$ cat config.mk
export PLATFORM = sky130hd
export DESIGN_NAME = delimited_frame_receiver
export DESIGN_NICKNAME = d
export VERILOG_FILES = /design/src/design/dfr_pkg.sv /design/src/design/dfr_ram.sv /design/src/design/delimited_frame_receiver.sv
export SDC_FILE = /design/constraint.sdc
export NUM_CORES = 1
export LEC_CHECK = 0
export BUFFER_PORTS_ARGS = -buffer_cell sky130_fd_sc_hd__buf_2
export CORE_MARGIN = 10
export CORE_UTILIZATION = 33
export DETAILED_ROUTE_END_ITERATION = 6
export SETUP_SLACK_MARGIN = 0.02
export SLEW_MARGIN = 20
export SYNTH_ARGS = -nofsm -noshare
export SYNTH_HDL_FRONTEND = slang
export SYNTH_HIERARCHICAL = 1
export SYNTH_SLANG_ARGS = --single-unit
$ cat constraint.sdc
create_clock -name clk -period 2.7 [get_ports clk]
set_input_delay 0.135 -clock clk [delete_from_list [all_inputs] [get_ports clk]]
set_output_delay 0.135 -clock clk [all_outputs]
set_load 0.005 [all_outputs]
$ cat src/design/dfr_pkg.sv
`default_nettype none

package dfr_pkg;

    localparam int DEFAULT_BUFFER_DEPTH = 64;

    localparam int OP_W      = 2;
    localparam int BYTE_W    = 8;
    localparam int INDEX_W   = 6;
    localparam int LENGTH_W  = 7;
    localparam int S_DATA_W  = 16;
    localparam int M_DATA_W  = 24;

    localparam logic [BYTE_W-1:0] START_MARK = 8'h21;
    localparam logic [BYTE_W-1:0] END_MARK   = 8'h0D;

    typedef enum logic [OP_W-1:0] {
        OP_RX_BYTE = 2'd0,
        OP_CONSUME = 2'd1,
        OP_READ    = 2'd2
    } op_t;

    typedef struct packed {
        logic [LENGTH_W-1:0] frame_length;
        logic                overflow_dropped;
        logic                read_hit;
    } stage_status_t;

endpackage

`default_nettype wire

$ cat src/design/dfr_ram.sv
`default_nettype none

module dfr_ram #(
    parameter int WIDTH = 8,
    parameter int DEPTH = 64
) (
    input  wire logic                     clk,
    input  wire logic                     wr_en,
    input  wire logic [$clog2(DEPTH)-1:0] wr_addr,
    input  wire logic [WIDTH-1:0]         wr_data,
    input  wire logic                     rd_en,
    input  wire logic [$clog2(DEPTH)-1:0] rd_addr,
    output logic      [WIDTH-1:0]         rd_data
);

    logic [WIDTH-1:0] mem_reg [DEPTH];
    logic [WIDTH-1:0] rd_data_reg;

    always_ff @(posedge clk)
    begin
        if (wr_en)
        begin
            mem_reg[wr_addr] <= wr_data;
        end
        if (rd_en)
        begin
            rd_data_reg <= mem_reg[rd_addr];
        end
    end

    assign rd_data = rd_data_reg;

endmodule

`default_nettype wire

$ cat src/design/delimited_frame_receiver.sv
`default_nettype none
// An accepted input is registered in the middle stage (status, store read),
// then in the output register. One item per cycle unless stalled; the store
// takes one write and one registered read per cycle; stalls lower s_tready.
// Reset: rst_n clears the receiver state and the valid flags asynchronously;
// the payload store is not cleared and holds undefined data until written.

module delimited_frame_receiver
    import dfr_pkg::*;
#(
    parameter int BUFFER_DEPTH = DEFAULT_BUFFER_DEPTH
) (
    input  wire logic                clk,
    input  wire logic                rst_n,
    input  wire logic                s_tvalid,
    output logic                     s_tready,
    // op [1:0], rx_byte [9:2], read_index [15:10]
    input  wire logic [S_DATA_W-1:0] s_tdata,
    output logic                     m_tvalid,
    input  wire logic                m_tready,
    // frame_ready [0], frame_length [7:1], read_data [15:8],
    // overflow_dropped [16], zero fill [23:17]
    output logic      [M_DATA_W-1:0] m_tdata
);

    localparam int ADDR_W = $clog2(BUFFER_DEPTH);

    op_t                 op;
    logic [BYTE_W-1:0]   rx_byte;
    logic [INDEX_W-1:0]  read_index;

    logic                in_frame_reg;
    logic                in_frame_next;
    logic [LENGTH_W-1:0] write_position_reg;
    logic [LENGTH_W-1:0] write_position_next;
    logic [LENGTH_W-1:0] pending_length_reg;
    logic [LENGTH_W-1:0] pending_length_next;

    logic                accept;
    logic                store_write;
    logic                dropped;
    logic                read_hit;

    logic                a_valid_reg;
    stage_status_t       a_status_reg;
    logic                a_advance;

    logic                out_valid_reg;
    logic [M_DATA_W-1:0] out_data_reg;

    logic [BYTE_W-1:0]   ram_rd_data;
    logic [BYTE_W-1:0]   read_data;

    assign op         = op_t'(s_tdata[1:0]);
    assign rx_byte    = s_tdata[9:2];
    assign read_index = s_tdata[15:10];

    assign a_advance = a_valid_reg && (!out_valid_reg || m_tready);
    assign s_tready  = !a_valid_reg || a_advance;
    assign accept    = s_tvalid && s_tready;

    always_comb
    begin
        in_frame_next       = in_frame_reg;
        write_position_next = write_position_reg;
        pending_length_next = pending_length_reg;
        store_write         = 1'b0;
        dropped             = 1'b0;
        read_hit            = 1'b0;
        unique case (op)
            OP_RX_BYTE:
            begin
                if (!in_frame_reg)
                begin
                    if (pending_length_reg == '0 && rx_byte == START_MARK)
                    begin
                        in_frame_next       = 1'b1;
                        write_position_next = '0;
                    end
                end
                else if (rx_byte == END_MARK)
                begin
                    in_frame_next       = 1'b0;
                    pending_length_next = write_position_reg;
                end
                else if (write_position_reg >= LENGTH_W'(BUFFER_DEPTH))
                begin
                    in_frame_next = 1'b0;
                    dropped       = 1'b1;
                end
                else
                begin
                    store_write         = 1'b1;
                    write_position_next = write_position_reg + 1'b1;
                end
            end
            OP_CONSUME:
            begin
                pending_length_next = '0;
            end
            OP_READ:
            begin
                read_hit = (LENGTH_W'(read_index) < LENGTH_W'(BUFFER_DEPTH));
            end
            default:
            begin
                read_hit = 1'b0;
            end
        endcase
    end

    dfr_ram #(
        .WIDTH (BYTE_W),
        .DEPTH (BUFFER_DEPTH)
    ) u_store (
        .clk     (clk),
        .wr_en   (accept && store_write),
        .wr_addr (ADDR_W'(write_position_reg)),
        .wr_data (rx_byte),
        .rd_en   (accept),
        .rd_addr (ADDR_W'(read_index)),
        .rd_data (ram_rd_data)
    );

    always_ff @(posedge clk or negedge rst_n)
    begin
        if (!rst_n)
        begin
            in_frame_reg       <= 1'b0;
            write_position_reg <= '0;
            pending_length_reg <= '0;
            a_valid_reg        <= 1'b0;
            out_valid_reg      <= 1'b0;
        end
        else
        begin
            if (accept)
            begin
                in_frame_reg       <= in_frame_next;
                write_position_reg <= write_position_next;
                pending_length_reg <= pending_length_next;
            end
            if (accept)
            begin
                a_valid_reg <= 1'b1;
            end
            else if (a_advance)
            begin
                a_valid_reg <= 1'b0;
            end
            if (a_advance)
            begin
                out_valid_reg <= 1'b1;
            end
            else if (m_tready)
            begin
                out_valid_reg <= 1'b0;
            end
        end
    end

    always_ff @(posedge clk)
    begin
        if (accept)
        begin
            a_status_reg.frame_length     <= pending_length_next;
            a_status_reg.overflow_dropped <= dropped;
            a_status_reg.read_hit         <= read_hit;
        end
        if (a_advance)
        begin
            out_data_reg <= {
                7'b0,
                a_status_reg.overflow_dropped,
                read_data,
                a_status_reg.frame_length,
                (a_status_reg.frame_length != '0)
            };
        end
    end

    assign read_data = a_status_reg.read_hit ? ram_rd_data : '0;

    assign m_tvalid = out_valid_reg;
    assign m_tdata  = out_data_reg;

`ifndef NO_ASSERTIONS
    assert property (@(posedge clk) disable iff (!rst_n)
        write_position_reg <= LENGTH_W'(BUFFER_DEPTH))
    else $error("Write position ran past the end of the payload store.");

    assert property (@(posedge clk) disable iff (!rst_n)
        pending_length_reg != '0 |-> !in_frame_reg)
    else $error("A new frame started while an earlier frame was pending.");

    assert property (@(posedge clk) disable iff (!rst_n)
        m_tvalid |-> (m_tdata[0] == (m_tdata[7:1] != '0)))
    else $error("Frame ready flag disagrees with the frame length.");

    assert property (@(posedge clk) disable iff (!rst_n)
        a_valid_reg && !a_advance |=> a_valid_reg && $stable(a_status_reg))
    else $error("Held middle stage lost or changed its status.");
`endif

endmodule

`default_nettype wire
* Yosys cells after proc, flatten, opt, wreduce, memory -nomap -nowiden
Memory sizes are Yosys's and may differ from the RTL's. A register that Yosys moved wholly into a read port is not among the register bits.
Index checks and enable logic that the tools add are counted.
** Word-level totals
- Register bits :: 43
- Memories kept :: 1
- Bits in writable memories :: 512
- Output and inout port bits :: 26
** Cells by class
- $lt $le $gt $ge :: 1
- Eq/ne operators :: 6
- Add/sub/neg operators :: 1
- Muxes and demuxes :: 21
- Bitwise gates (word level) :: 2
- Reductions and logical operators :: 17
** Memory list
- u_store.mem_reg :: words 64, bits a word 8, rd ports 1, clocked after memory_dff 1, write ports 1, RTL line dfr_ram.sv:16 : logic [WIDTH-1:0] mem_reg [DEPTH];
** Operators by type and width (number)
- 7-bit 2-to-1 mux :: 6
- 1-bit 2-to-1 mux :: 14
- 7-bit case mux with 2 select lines :: 1
- 8-bit by 4-bit equality test with 1-bit output, second input constant :: 1
- 8-bit by 6-bit equality test with 1-bit output, second input constant :: 1
- 7-bit by 1-bit adder with 7-bit output, second input constant :: 1
- 7-bit >= comparator, second input constant :: 1
- 7-bit logical NOT :: 1
- 7-bit nonzero test :: 1
- 2-bit nonzero test :: 3
- 5-bit AND reduction :: 1
- 1-bit logical AND :: 4
- 2-bit != test, second input constant :: 2
- 3-bit OR reduction :: 1
- 2-bit by 1-bit equality test with 1-bit output, second input constant :: 1
- 2-bit equality test, second input constant :: 1
- 1-bit logical NOT :: 2
- 2-bit logical NOT :: 1
- 1-bit logical OR :: 2
- 1-bit inverter :: 2
- 2-bit AND reduction :: 1

* Logic depth before layout (Yosys ltp)
Gate-level depths: netlist of the first run.
- Depth in word-level cells :: 8
- Depth in mapped cells :: 9

* By module
The synthesis of the first run kept the hierarchy.
** Modules (own cells, without submodules)
- dfr_ram :: area an instance 20246.9 um2, instances 1, cells an instance 940
- delimited_frame_receiver :: area an instance 1935.6 um2, instances 1, cells an instance 158

* Worst setup path before layout of the first run
OpenSTA, ideal clock, no wires.
- Path type :: reg2reg
- From :: register out_valid_reg (netlist: m_tvalid)
- To :: memory u_store.mem_reg[62][0], enable pin
- Arrival time :: 2.133 ns
- Clock period less this slack :: 2.503 ns
- Slack :: 0.197 ns
- Cell stages (with the launch flop) :: 7
- Path buffers :: 0
- Cell sequence :: dfrtp_1 nand3b_1 nand4_1 nor3_2 nor2b_1 nand3_1 nor2_1
** Between the ends
- Cells in the longest elaborated chain, start to end :: 8
** Ends and longest elaborated chain
- start, declared :: RTL line delimited_frame_receiver.sv:48 : logic out_valid_reg;
- start signal, assigned :: RTL line delimited_frame_receiver.sv:133 : out_valid_reg <= 1'b0;
- start signal, assigned :: RTL line delimited_frame_receiver.sv:153 : out_valid_reg <= 1'b1;
- start signal, assigned :: RTL line delimited_frame_receiver.sv:157 : out_valid_reg <= 1'b0;
- 1-bit logical NOT :: RTL line delimited_frame_receiver.sv:58 : assign a_advance = a_valid_reg && (!out_valid_reg || m_tready);
- 1-bit logical OR :: RTL line delimited_frame_receiver.sv:58
- 1-bit logical AND :: RTL line delimited_frame_receiver.sv:58
- 1-bit logical OR :: RTL line delimited_frame_receiver.sv:59 : assign s_tready = !a_valid_reg || a_advance;
- named net s_tready :: RTL line delimited_frame_receiver.sv:16 : output logic s_tready,
- 1-bit logical AND :: RTL line delimited_frame_receiver.sv:60 : assign accept = s_tvalid && s_tready;
- 1-bit logical AND :: RTL line delimited_frame_receiver.sv:117 : .wr_en (accept && store_write),
- 1-bit 2-to-1 mux :: RTL line dfr_ram.sv:21 : if (wr_en)
- 1-bit 2-to-1 mux (not written as such) :: RTL line dfr_ram.sv:23 : mem_reg[wr_addr] <= wr_data;
- end, declared :: RTL line dfr_ram.sv:16
The timed path passes the listed nets, and every way through them passes these cells.

* Worst setup path after layout of the first run
- From :: register pending_length_reg[3]
- To :: register write_position_reg[0]
** Between the ends
- Cells in the longest elaborated chain, start to end :: 4
** Ends and longest elaborated chain
- start, declared :: RTL line delimited_frame_receiver.sv:36 : logic [LENGTH_W-1:0] pending_length_reg;
- start signal, assigned :: RTL line delimited_frame_receiver.sv:141 : pending_length_reg <= pending_length_next;
- 7-bit logical NOT :: RTL line delimited_frame_receiver.sv:75 : if (pending_length_reg == '0 && rx_byte == START_MARK)
- 1-bit logical AND :: RTL line delimited_frame_receiver.sv:75
- 2-bit nonzero test (no line)
- 5-bit AND reduction (no line)
- end signal, assigned :: RTL line delimited_frame_receiver.sv:140 : write_position_reg <= write_position_next;
- end, declared :: RTL line delimited_frame_receiver.sv:34 : logic [LENGTH_W-1:0] write_position_reg;
No other way between the ends.
A chain may end at the register's enable or synchronous reset.

==> results of run 1 <==
-- timing repair --
action,in CTS,in global routing
gates resized for setup,0,0
hold buffers,6,0
hold endpoints to repair,34,0
-- worst register-to-register path, stage by stage, from the launching register on --
cell and delay (ns):
dfrtp_1 0.50, nor4b_1 0.96, nand3_1 0.27, nor4_4 0.41
nor2_2 0.10, mux2_4 0.27
-- report_power, final --
part / switching [mW] / internal (mW)
logic: 0.513 / 0.351
clock network: 3.18 / 4.21
registers: 0.0274 / 9.63
total: 3.72 / 14.2
-- metrics by stage --
step / TNS, ns / cells / area, µm² / utilization (%)
detailed placement: -0.0427 / 2093 / 24300 / 36.7
CTS: 0 / 2195 / 26100 / 39.4
floorplan: 0 / 1104 / 22200 / -
finish: 0 / 2197 / 26100 / 39.4
global placement: -0.0532 / 2093 / 24300 / 36.7
global route: 0 / 2195 / 26100 / 39.4
-- kinds of logic (layout without fill, tap and decap cells) --
kind of cell	count (synthesis)	in the layout	share of synthesized area (%)
fa+ha+maj	2	2	0.113
compound gates	81	81	2.74
buf+inv	67	294	1.82
other cells	1	9	0.0169
simple gates	217	217	4.76
xor+xnor	4	4	0.158
flops	563	563	75.8
mux	163	163	14.6
-- layer usage --
| metal | GRT usage, % | up-vias | part of all wire (%) |
|---|---|---|---|
| met5 | 0 | - | 0.052 |
| met4 | 3.86 | 4 | 2.3 |
| met3 | 2.69 | 68 | 6.3 |
| met2 | 21.7 | 337 | 48 |
| met1 | 18.0 | 5848 | 43 |
| li1 | - | 4903 | - |
-- area by class of cell --
class	count	area, µm²
Clock buffer	65	1410
Clock inverter	31	304
Antenna cell	2	5.00
Timing Repair Buffer	193	1480
Multi-Input combinational cell	474	4990
Sequential cell	563	16800
Fill cell	5874	40100
Tap cell	864	1080
Inverter	5	18.8
-- path summary, 6_finish.rpt --
path | cells after the start | to
max in group asynchronous | 2 | pending_length_reg[0]$_DFFE_PN0P_
worst min register to register | 0 | m_tdata[16]$_DFFE_PP_
worst min-delay path | 2 | pending_length_reg[4]$_DFFE_PN0P_
worst max register to register | 5 | write_position_reg[0]$_DFFE_PN0P_
worst max-delay path | 5 | write_position_reg[0]$_DFFE_PN0P_
min in group clk | 2 | u_store/mem_reg[32][6]$_DFFE_PP_
-- Yosys cell counts (all sizes together) (7+ instances only) --
master  count
a22oi      13
and2       11
buf        41
clkbuf     21
dfrtp      17
edfxtp    546
mux2       14
mux2i      23
mux4      126
nand2      35
nand2b     11
nand3      16
nor2       92
nor2b      15
nor3       14
nor4        7
o21ai      13
o221ai      8
o22ai       8
-- cell usage in the layout, fill, tap and decap left out, types with 10 or more instances in the layout --
cell type / netlist / routed
nor3_1: 13 / 13
edfxtp_1: 546 / 546
buf_4: 20 / 143
mux2_2: 13 / 13
mux2i_1: 23 / 23
nand3_1: 16 / 16
nor2_1: 91 / 91
a22oi_1: 13 / 13
clkbuf_1: 20 / 10
nand2b_1: 11 / 11
clkbuf_16: 0 / 55
buf_2: 11 / 35
nor2b_1: 15 / 15
nand2_1: 35 / 35
o21ai_0: 11 / 11
and2_1: 11 / 11
clkinv_2: 0 / 12
dfrtp_1: 17 / 17
mux4_2: 126 / 126
clkinv_1: 0 / 10
==> flow_metrics.env, run 1 <==
export IMPL_wl_per_cell_um=23.7
export IMPL_reg2reg_slack_ns=0.09
export IMPL_slew_violations=0
export IMPL_syn_inst=1098
export IMPL_via_count=11160
export IMPL_grt_pass1_wl_um=78100
export IMPL_leakagePower_nw=8.48
export IMPL_drv_cap=0
export IMPL_end_kind="register"
export IMPL_place_gp_congestion=0.828
export IMPL_dp_slack_ns=-0.0427
export IMPL_fin_skew_ns=0.0366
export IMPL_core_area_um2=66200
export IMPL_clock_sinks=563
export IMPL_status="complete, no violations"
export IMPL_arrival_ns=3.10
export IMPL_cp_slowest_cell="nor4b_1"
export IMPL_setup_viol=0
export IMPL_r2r_start="pending_length_reg[3]$_DFFE_PN0P_"
export IMPL_rsz0062_at_grt="no"
export IMPL_postCtsSetupBuffers=0
export IMPL_io_buffers=38
export IMPL_grt_max_degree=66
export IMPL_via_per_inst=5.08
export IMPL_num_io_pins=46
export IMPL_cp_slowest_stage_delay_ns=0.95
export IMPL_hold_class="input port to asynchronous set/reset pin"
export IMPL_grt_pass1_vias=11515
export IMPL_cts_buffer_depth=3
export IMPL_htreeDepth=2
export IMPL_antenna_found_initial=5
export IMPL_synth_top_area_share_pct=73.9
export IMPL_drcViolationCount=0
export IMPL_cp_start_kind="register"
export IMPL_fmax_ghz=0.383
export IMPL_period_share_pct=96.7
export IMPL_synth_area_um2=22200
export IMPL_powerDensity_nw_per_um2=686
export IMPL_synth_edf_count=546
export IMPL_overflow=0
export IMPL_period_minus_slack_ns=2.61
export IMPL_relSlewSlack_pct=24.8
export IMPL_layout_drive_gt1_share_pct=31.0
export IMPL_fin_nets=1314
export IMPL_synth_ff_latch_count=563
export IMPL_ir_worst_vdd_mv=0.481
export IMPL_die_x_um=279
export IMPL_path_clk_slew_ns=0.06
export IMPL_drtIter0Drc=1039
export IMPL_hold_ws_ns=0.00659
export IMPL_dr_pass1_iters=7
export IMPL_area_growth_pct=17.7
export IMPL_numCtsBuffers=55
export IMPL_p_total_mw=17.9
export IMPL_ant_nets=0
export IMPL_worst_path_buf_inv=0
export IMPL_cts_tree="done"
export IMPL_ys_seq_area_share_pct=75.8
export IMPL_gr_usage_all_layers_pct=13.4
export IMPL_crit_family="simple AND/OR/NAND/NOR gates"
export IMPL_yosys_warnings=6
export IMPL_cp_required_ns=3.19
export IMPL_path_cells="nor4b_1 > nand3_1 > nor4_4 > nor2_2 > mux2_4"
export IMPL_synth_top_cells_by_area="edfxtp_1, mux4_2, dfrtp_1"
export IMPL_start_util_pct=33.5
export IMPL_worstMarginPinSlew_ns=1.11
export IMPL_die_y_um=279
export IMPL_synth_area_per_cell_um2=20.2
export IMPL_largest_reg_flops=512
export IMPL_cts_root_buffer="clkbuf_16"
export IMPL_hold_viol=0
export IMPL_synth_area_leader_cell="edfxtp_1"
export IMPL_crit_fanout=6
export IMPL_wirelength_um=52100
export IMPL_synth_cell_types=59
export IMPL_crit_path_start="pending_length_reg[3]$_DFFE_PN0P_"
export IMPL_synth_ff_type="edfxtp_1"
export IMPL_worstSkewPairLatency_ns=0.64
export IMPL_async_flop_share_pct=3.02
export IMPL_worstSetupPathType="register to register"
export IMPL_place_hpwl_um=34100
export IMPL_rows=94
export IMPL_fp_dieArea_um2=78000
export IMPL_setup_ws_ns=0.0884
(Power assumes the default switching activity.)
==> run 2: changes to the inputs <==
--- a/config.mk
+++ b/config.mk
@@ -7,7 +7,7 @@
 export LEC_CHECK = 0
 export BUFFER_PORTS_ARGS = -buffer_cell sky130_fd_sc_hd__buf_2
 export CORE_MARGIN = 10
-export CORE_UTILIZATION = 33
+export CORE_UTILIZATION = 32
 export DETAILED_ROUTE_END_ITERATION = 6
 export SETUP_SLACK_MARGIN = 0.02
 export SLEW_MARGIN = 20
==> run 2 against run 1 <==
Effect of this change: worst setup slack improved by 0.066 ns; register-to-register slack improved by 0.07 ns; combinational power rose by 2%; die area rose by 2.9%; clock power rose by 7.6%; non-clock buffer count fell by 64; largest power group unchanged; count of clock-buffer cells in the layout rose by 3; global-route usage fell by 0.65 points; sequential power barely moved; highest routed layer unchanged; routed wire length rose by 0.13%; power rose by 3.1%; design area barely moved.
==> flow_metrics.env, run 2 (same netlist as run 1, synthesis figures left out) <==
export IMPL_status="complete, no violations"
export IMPL_place_hpwl_um=33800
export IMPL_arrival_ns=2.77
export IMPL_drtIter0Drc=976
export IMPL_place_inst=2096
export IMPL_worstMarginPinSlew_ns=0.806
export IMPL_area_growth_pct=17.6
export IMPL_wl_per_cell_um=23.7
export IMPL_grt_max_degree=66
export IMPL_fin_nets=1251
export IMPL_ant_nets=0
export IMPL_cp_start_kind="register"
export IMPL_power_share_switching_pct=20.2
export IMPL_relSlewSlack_pct=46.1
export IMPL_power_frac_clock_pct=43.0
export IMPL_gr_usage_all_layers_pct=12.7
export IMPL_antenna_found_initial=4
export IMPL_hold_class="input port to asynchronous set/reset pin"
export IMPL_powerDensity_nw_per_um2=708
export IMPL_crit_fanout=9
export IMPL_power_switching_mw=3.74
export IMPL_drv_cap=0
export IMPL_fin_skew_ns=0.0171
export IMPL_fmax_ghz=0.393
export IMPL_die_x_um=283
export IMPL_worstSetupPathType="register to register"
export IMPL_tns_ns=0
export IMPL_path_clk_slew_ns=0.06
export IMPL_overflow=0
export IMPL_cts_buffer_depth=3
export IMPL_layout_drive_gt1_share_pct=31.2
export IMPL_setup_viol=0
export IMPL_worst_r2r_cell_count=7
export IMPL_largest_reg_flops=512
export IMPL_leakagePower_nw=8.25
export IMPL_dpl_instance_area_um2=24000
export IMPL_die_y_um=283
export IMPL_cts_root_buffer="clkbuf_16"
export IMPL_cts_tree="done"
export IMPL_place_gp_congestion=0.825
export IMPL_slew_violations=0
export IMPL_grt_pass1_wl_um=77400
export IMPL_postCtsSetupBuffers=0
export IMPL_power_frac_seq_pct=52.2
export IMPL_clock_sinks=563
export IMPL_dr_pass1_iters=5
export IMPL_grt_pass1_vias=11486
export IMPL_wirelength_um=52200
export IMPL_drcViolationCount=0
export IMPL_ir_worst_vdd_mv=0.443
export IMPL_internal_power_mw=14.7
export IMPL_final_cells=2204
export IMPL_design_area_um2=26100
export IMPL_end_kind="register"
export IMPL_start_util_pct=32.3
export IMPL_numCtsBuffers=56
export IMPL_hold_viol=0
export IMPL_rsz0062_at_grt="yes"
export IMPL_pwr_share_comb_pct=4.8
export IMPL_fp_dieArea_um2=80300
export IMPL_worstSkewPairLatency_ns=0.60
export IMPL_layout_common_cells="edfxtp_1, mux4_2, buf_4, clkbuf_16, nor2_1"
export IMPL_io_buffers=38
export IMPL_period_minus_slack_ns=2.55
export IMPL_p_total_mw=18.5
export IMPL_rows=96
export IMPL_num_io_pins=46
export IMPL_via_per_inst=5.03
export IMPL_layout_commonest_cell="edfxtp_1"
export IMPL_hold_ws_ns=0.0187
export IMPL_via_count=11078
export IMPL_core_area_um2=68700
export IMPL_period_share_pct=94.3
export IMPL_cp_required_ns=2.92
export IMPL_diodes=0
export IMPL_htreeDepth=2
-- run 2: cell type report --
cell class	instances	area, µm²
tap	931	1160
sequential	563	16800
clock buffer	68	1490
multi-input combinational	474	5090
timing repair buffer	129	1110
inverter	5	18.8
clock inverter	34	399
fill	6240	42600
-- run 2: what timing repair did --
item,CTS,global route
setup endpoints to repair,0,426
endpoints found under the hold margin,27,0
resized for setup,0,43
hold buffers,6,0
-- run 2: power by group through the flow --
stage	clock (mW)	sequential [mW]	combinational, mW
final	7.95	9.65	0.878
after global routing	8.45	9.65	0.945
after CTS	8.12	9.65	0.894
after detailed placement	0	9.84	0.885
after global placement	0	9.84	0.872
after floorplan	0	9.84	0.466
-- run 2: through the flow --
| stage | setup slack [ns] | utilization (%) |
|---|---|---|
| floorplan | 0.197 | - |
| global placement | 0.0212 | 35.0 |
| detailed placement | -0.0684 | 35.0 |
| CTS | 0.0310 | 37.8 |
| global route | -0.0579 | 38.0 |
| finish | 0.154 | 38.0 |
-- run 2: per-layer routing --
| layer | vias to the layer above | global-route usage [%] | part of all wire [%] |
|---|---|---|---|
| li1 | 4788 | - | - |
| met4 | 2 | 3.75 | 2.0 |
| met3 | 64 | 2.77 | 6.5 |
| met1 | 5856 | 17.4 | 44 |
| met5 | - | 0 | 0.017 |
| met2 | 368 | 20.2 | 47 |
-- run 2: worst max-delay path, stage by stage, from the launching register on --
cell and delay [ns]:
dfrtp_1 0.38, nand3b_1 0.13, nand4_1 0.26, nor3_2 0.22, buf_4 0.22, nand3_1 0.14, buf_12 0.18, nor2_1 0.63
-- run 2: worst paths after layout --
path                                                          end                          start  slack [ns]
worst max-delay path             u_store/mem_reg[11][5]$_DFFE_PP_           m_tvalid$_DFFE_PN0P_        0.15
worst min-delay path            write_position_reg[0]$_DFFE_PN0P_                          rst_n        0.02
worst max register to register   u_store/mem_reg[11][5]$_DFFE_PP_           m_tvalid$_DFFE_PN0P_        0.15
worst min register to register              m_tdata[16]$_DFFE_PP_  a_status_reg[1]$_SDFFCE_PP0P_        0.42
max in group asynchronous       pending_length_reg[4]$_DFFE_PN0P_                          rst_n        2.39
min in group clk                     u_store/rd_data[2]$_DFFE_PP_                    s_tdata[15]        0.08
==> run 3: changes to the inputs <==
--- a/config.mk
+++ b/config.mk
@@ -9,6 +9,7 @@
 export CORE_MARGIN = 10
 export CORE_UTILIZATION = 32
 export DETAILED_ROUTE_END_ITERATION = 6
+export HOLD_SLACK_MARGIN = 0.08
 export SETUP_SLACK_MARGIN = 0.02
 export SLEW_MARGIN = 20
 export SYNTH_ARGS = -nofsm -noshare
==> run 3 against run 2 <==
Effect of this change: non-clock buffer count up 2; worst setup slack better by 0.0030 ns; die area unchanged; fmax up 0.12%; utilization hardly changed; design area barely moved; combinational power about the same; global-route usage about the same.
==> flow_metrics.env, run 3 (same netlist as run 1, synthesis figures left out) <==
export IMPL_status="complete, no violations"
export IMPL_dr_pass1_iters=5
export IMPL_cp_start_kind="register"
export IMPL_layout_common_cells="edfxtp_1, mux4_2, buf_4, clkbuf_16, nor2_1"
export IMPL_grt_pass1_wl_um=77500
export IMPL_powerDensity_nw_per_um2=708
export IMPL_end_kind="register"
export IMPL_worstSetupPathType="register to register"
export IMPL_endpoint="u_store/mem_reg[9][5]$_DFFE_PP_"
export IMPL_area_growth_pct=17.7
export IMPL_die_y_um=283
export IMPL_cts_buffer_depth=3
export IMPL_overflow=0
export IMPL_via_per_inst=5.06
export IMPL_drcViolationCount=0
export IMPL_fp_dieArea_um2=80300
export IMPL_wl_per_cell_um=23.7
export IMPL_worst_r2r_cell_count=7
export IMPL_antenna_found_initial=3
export IMPL_setup_ws_ns=0.157
export IMPL_worstMarginPinSlew_ns=0.847
export IMPL_hold_class="input port to register"
export IMPL_reg2reg_slack_ns=0.16
export IMPL_postCtsSetupBuffers=0
export IMPL_path_clk_slew_ns=0.07
export IMPL_crit_fanout=9
export IMPL_drtIter0Drc=953
export IMPL_cp_required_ns=2.93
export IMPL_wirelength_um=52300
export IMPL_hold_viol=0
export IMPL_fin_nets=1253
export IMPL_place_hpwl_um=33800
export IMPL_grt_max_degree=66
export IMPL_layout_commonest_cell="edfxtp_1"
export IMPL_place_gp_congestion=0.825
export IMPL_holdPathStages=2
export IMPL_clock_sinks=563
export IMPL_numCtsBuffers=56
export IMPL_crit_path_start="m_tvalid$_DFFE_PN0P_"
export IMPL_period_share_pct=94.2
export IMPL_setup_viol=0
export IMPL_p_total_mw=18.5
export IMPL_diodes=0
export IMPL_slew_violations=0
export IMPL_layout_drive_gt1_share_pct=31.1
export IMPL_via_count=11155
export IMPL_period_minus_slack_ns=2.54
export IMPL_ir_worst_vdd_mv=0.443
export IMPL_worstSkewPairLatency_ns=0.60
export IMPL_ant_nets=0
export IMPL_htreeDepth=2
export IMPL_start_util_pct=32.3
export IMPL_dp_slack_ns=-0.0684
export IMPL_arrival_ns=2.77
export IMPL_rsz0062_at_grt="yes"
export IMPL_fin_util_pct=38.0
export IMPL_cts_tree="done"
export IMPL_fin_skew_ns=0.0157
export IMPL_leakagePower_nw=8.26
export IMPL_gr_usage_all_layers_pct=12.8
export IMPL_grt_pass1_vias=11489
export IMPL_core_area_um2=68700
export IMPL_num_io_pins=46
export IMPL_io_buffers=38
export IMPL_fmax_ghz=0.393
export IMPL_rows=96
export IMPL_die_x_um=283
export IMPL_largest_reg_flops=512
export IMPL_cts_root_buffer="clkbuf_16"
export IMPL_tns_ns=0
export IMPL_reg2reg_to="u_store/mem_reg[9][5]$_DFFE_PP_"
export IMPL_drv_cap=0
export IMPL_fill_cells=6238
export IMPL_relSlewSlack_pct=43.4
export IMPL_r2r_start="m_tvalid$_DFFE_PN0P_"
[run 3: changes by cell type in the layout (fill, tap and decap cells not counted)]
| cell | delta |
|---|---|
| dlygate4sd3_1 | +2 |
[run 3: how the worst min path moves through the flow]
stage | end | start
floorplan | a_valid_reg$_DFFE_PN0P_ | rst_n
global placement | m_tvalid$_DFFE_PN0P_ | rst_n
detailed placement | in_frame_reg$_DFFE_PN0P_ | rst_n
CTS | u_store/mem_reg[21][1]$_DFFE_PP_ | s_tdata[3]
global route | u_store/mem_reg[21][1]$_DFFE_PP_ | s_tdata[3]
finish | u_store/mem_reg[21][1]$_DFFE_PP_ | s_tdata[3]
[run 3: per-stage QoR]
step,hold WS [ns],cells,cell area [µm²]
after CTS,0.0819,2206,26000
final,0.106,2206,26100
after global placement,0.0867,2096,24000
after floorplan,-0.161,1104,22200
after detailed placement,0.0959,2096,24000
after global routing,0.106,2206,26100
[run 3: critical path, cell delays in order, from the launching register on]
cell and delay (ns):
dfrtp_1 0.38, nand3b_1 0.13, nand4_1 0.25, nor3_2 0.22
buf_4 0.22, nand3_1 0.14, buf_12 0.18, nor2_1 0.63
[run 3: cell type report]
cell class / count / area, µm² / share of cell area (%)
clock buffer: 68 / 1490 / 5.70
sequential: 563 / 16800 / 64.4
inverter: 5 / 18.8 / 0.0719
timing repair buffer: 131 / 1130 / 4.35
multi-input combinational: 474 / 5090 / 19.5
clock inverter: 34 / 399 / 1.53
tap: 931 / 1160 / 4.46
[run 3: report_power, final]
| part | internal [mW] | switching (mW) |
|---|---|---|
| Clock | 4.76 | 3.18 |
| Combinational | 0.350 | 0.531 |
| Sequential | 9.63 | 0.0217 |
| Total | 14.7 | 3.73 |
[run 3: what timing repair did]
item                       in CTS  in global routing
hold buffers                    8                  0
gates resized for setup         0                 43
hold endpoints to repair       43                  0
setup endpoints to repair       0                426
[run 3: metal layers]
metal,global-route usage (%),routed length [µm]
met5,0,0
met4,3.75,1080
met3,2.71,3330
met2,20.2,24800
met1,17.5,23100
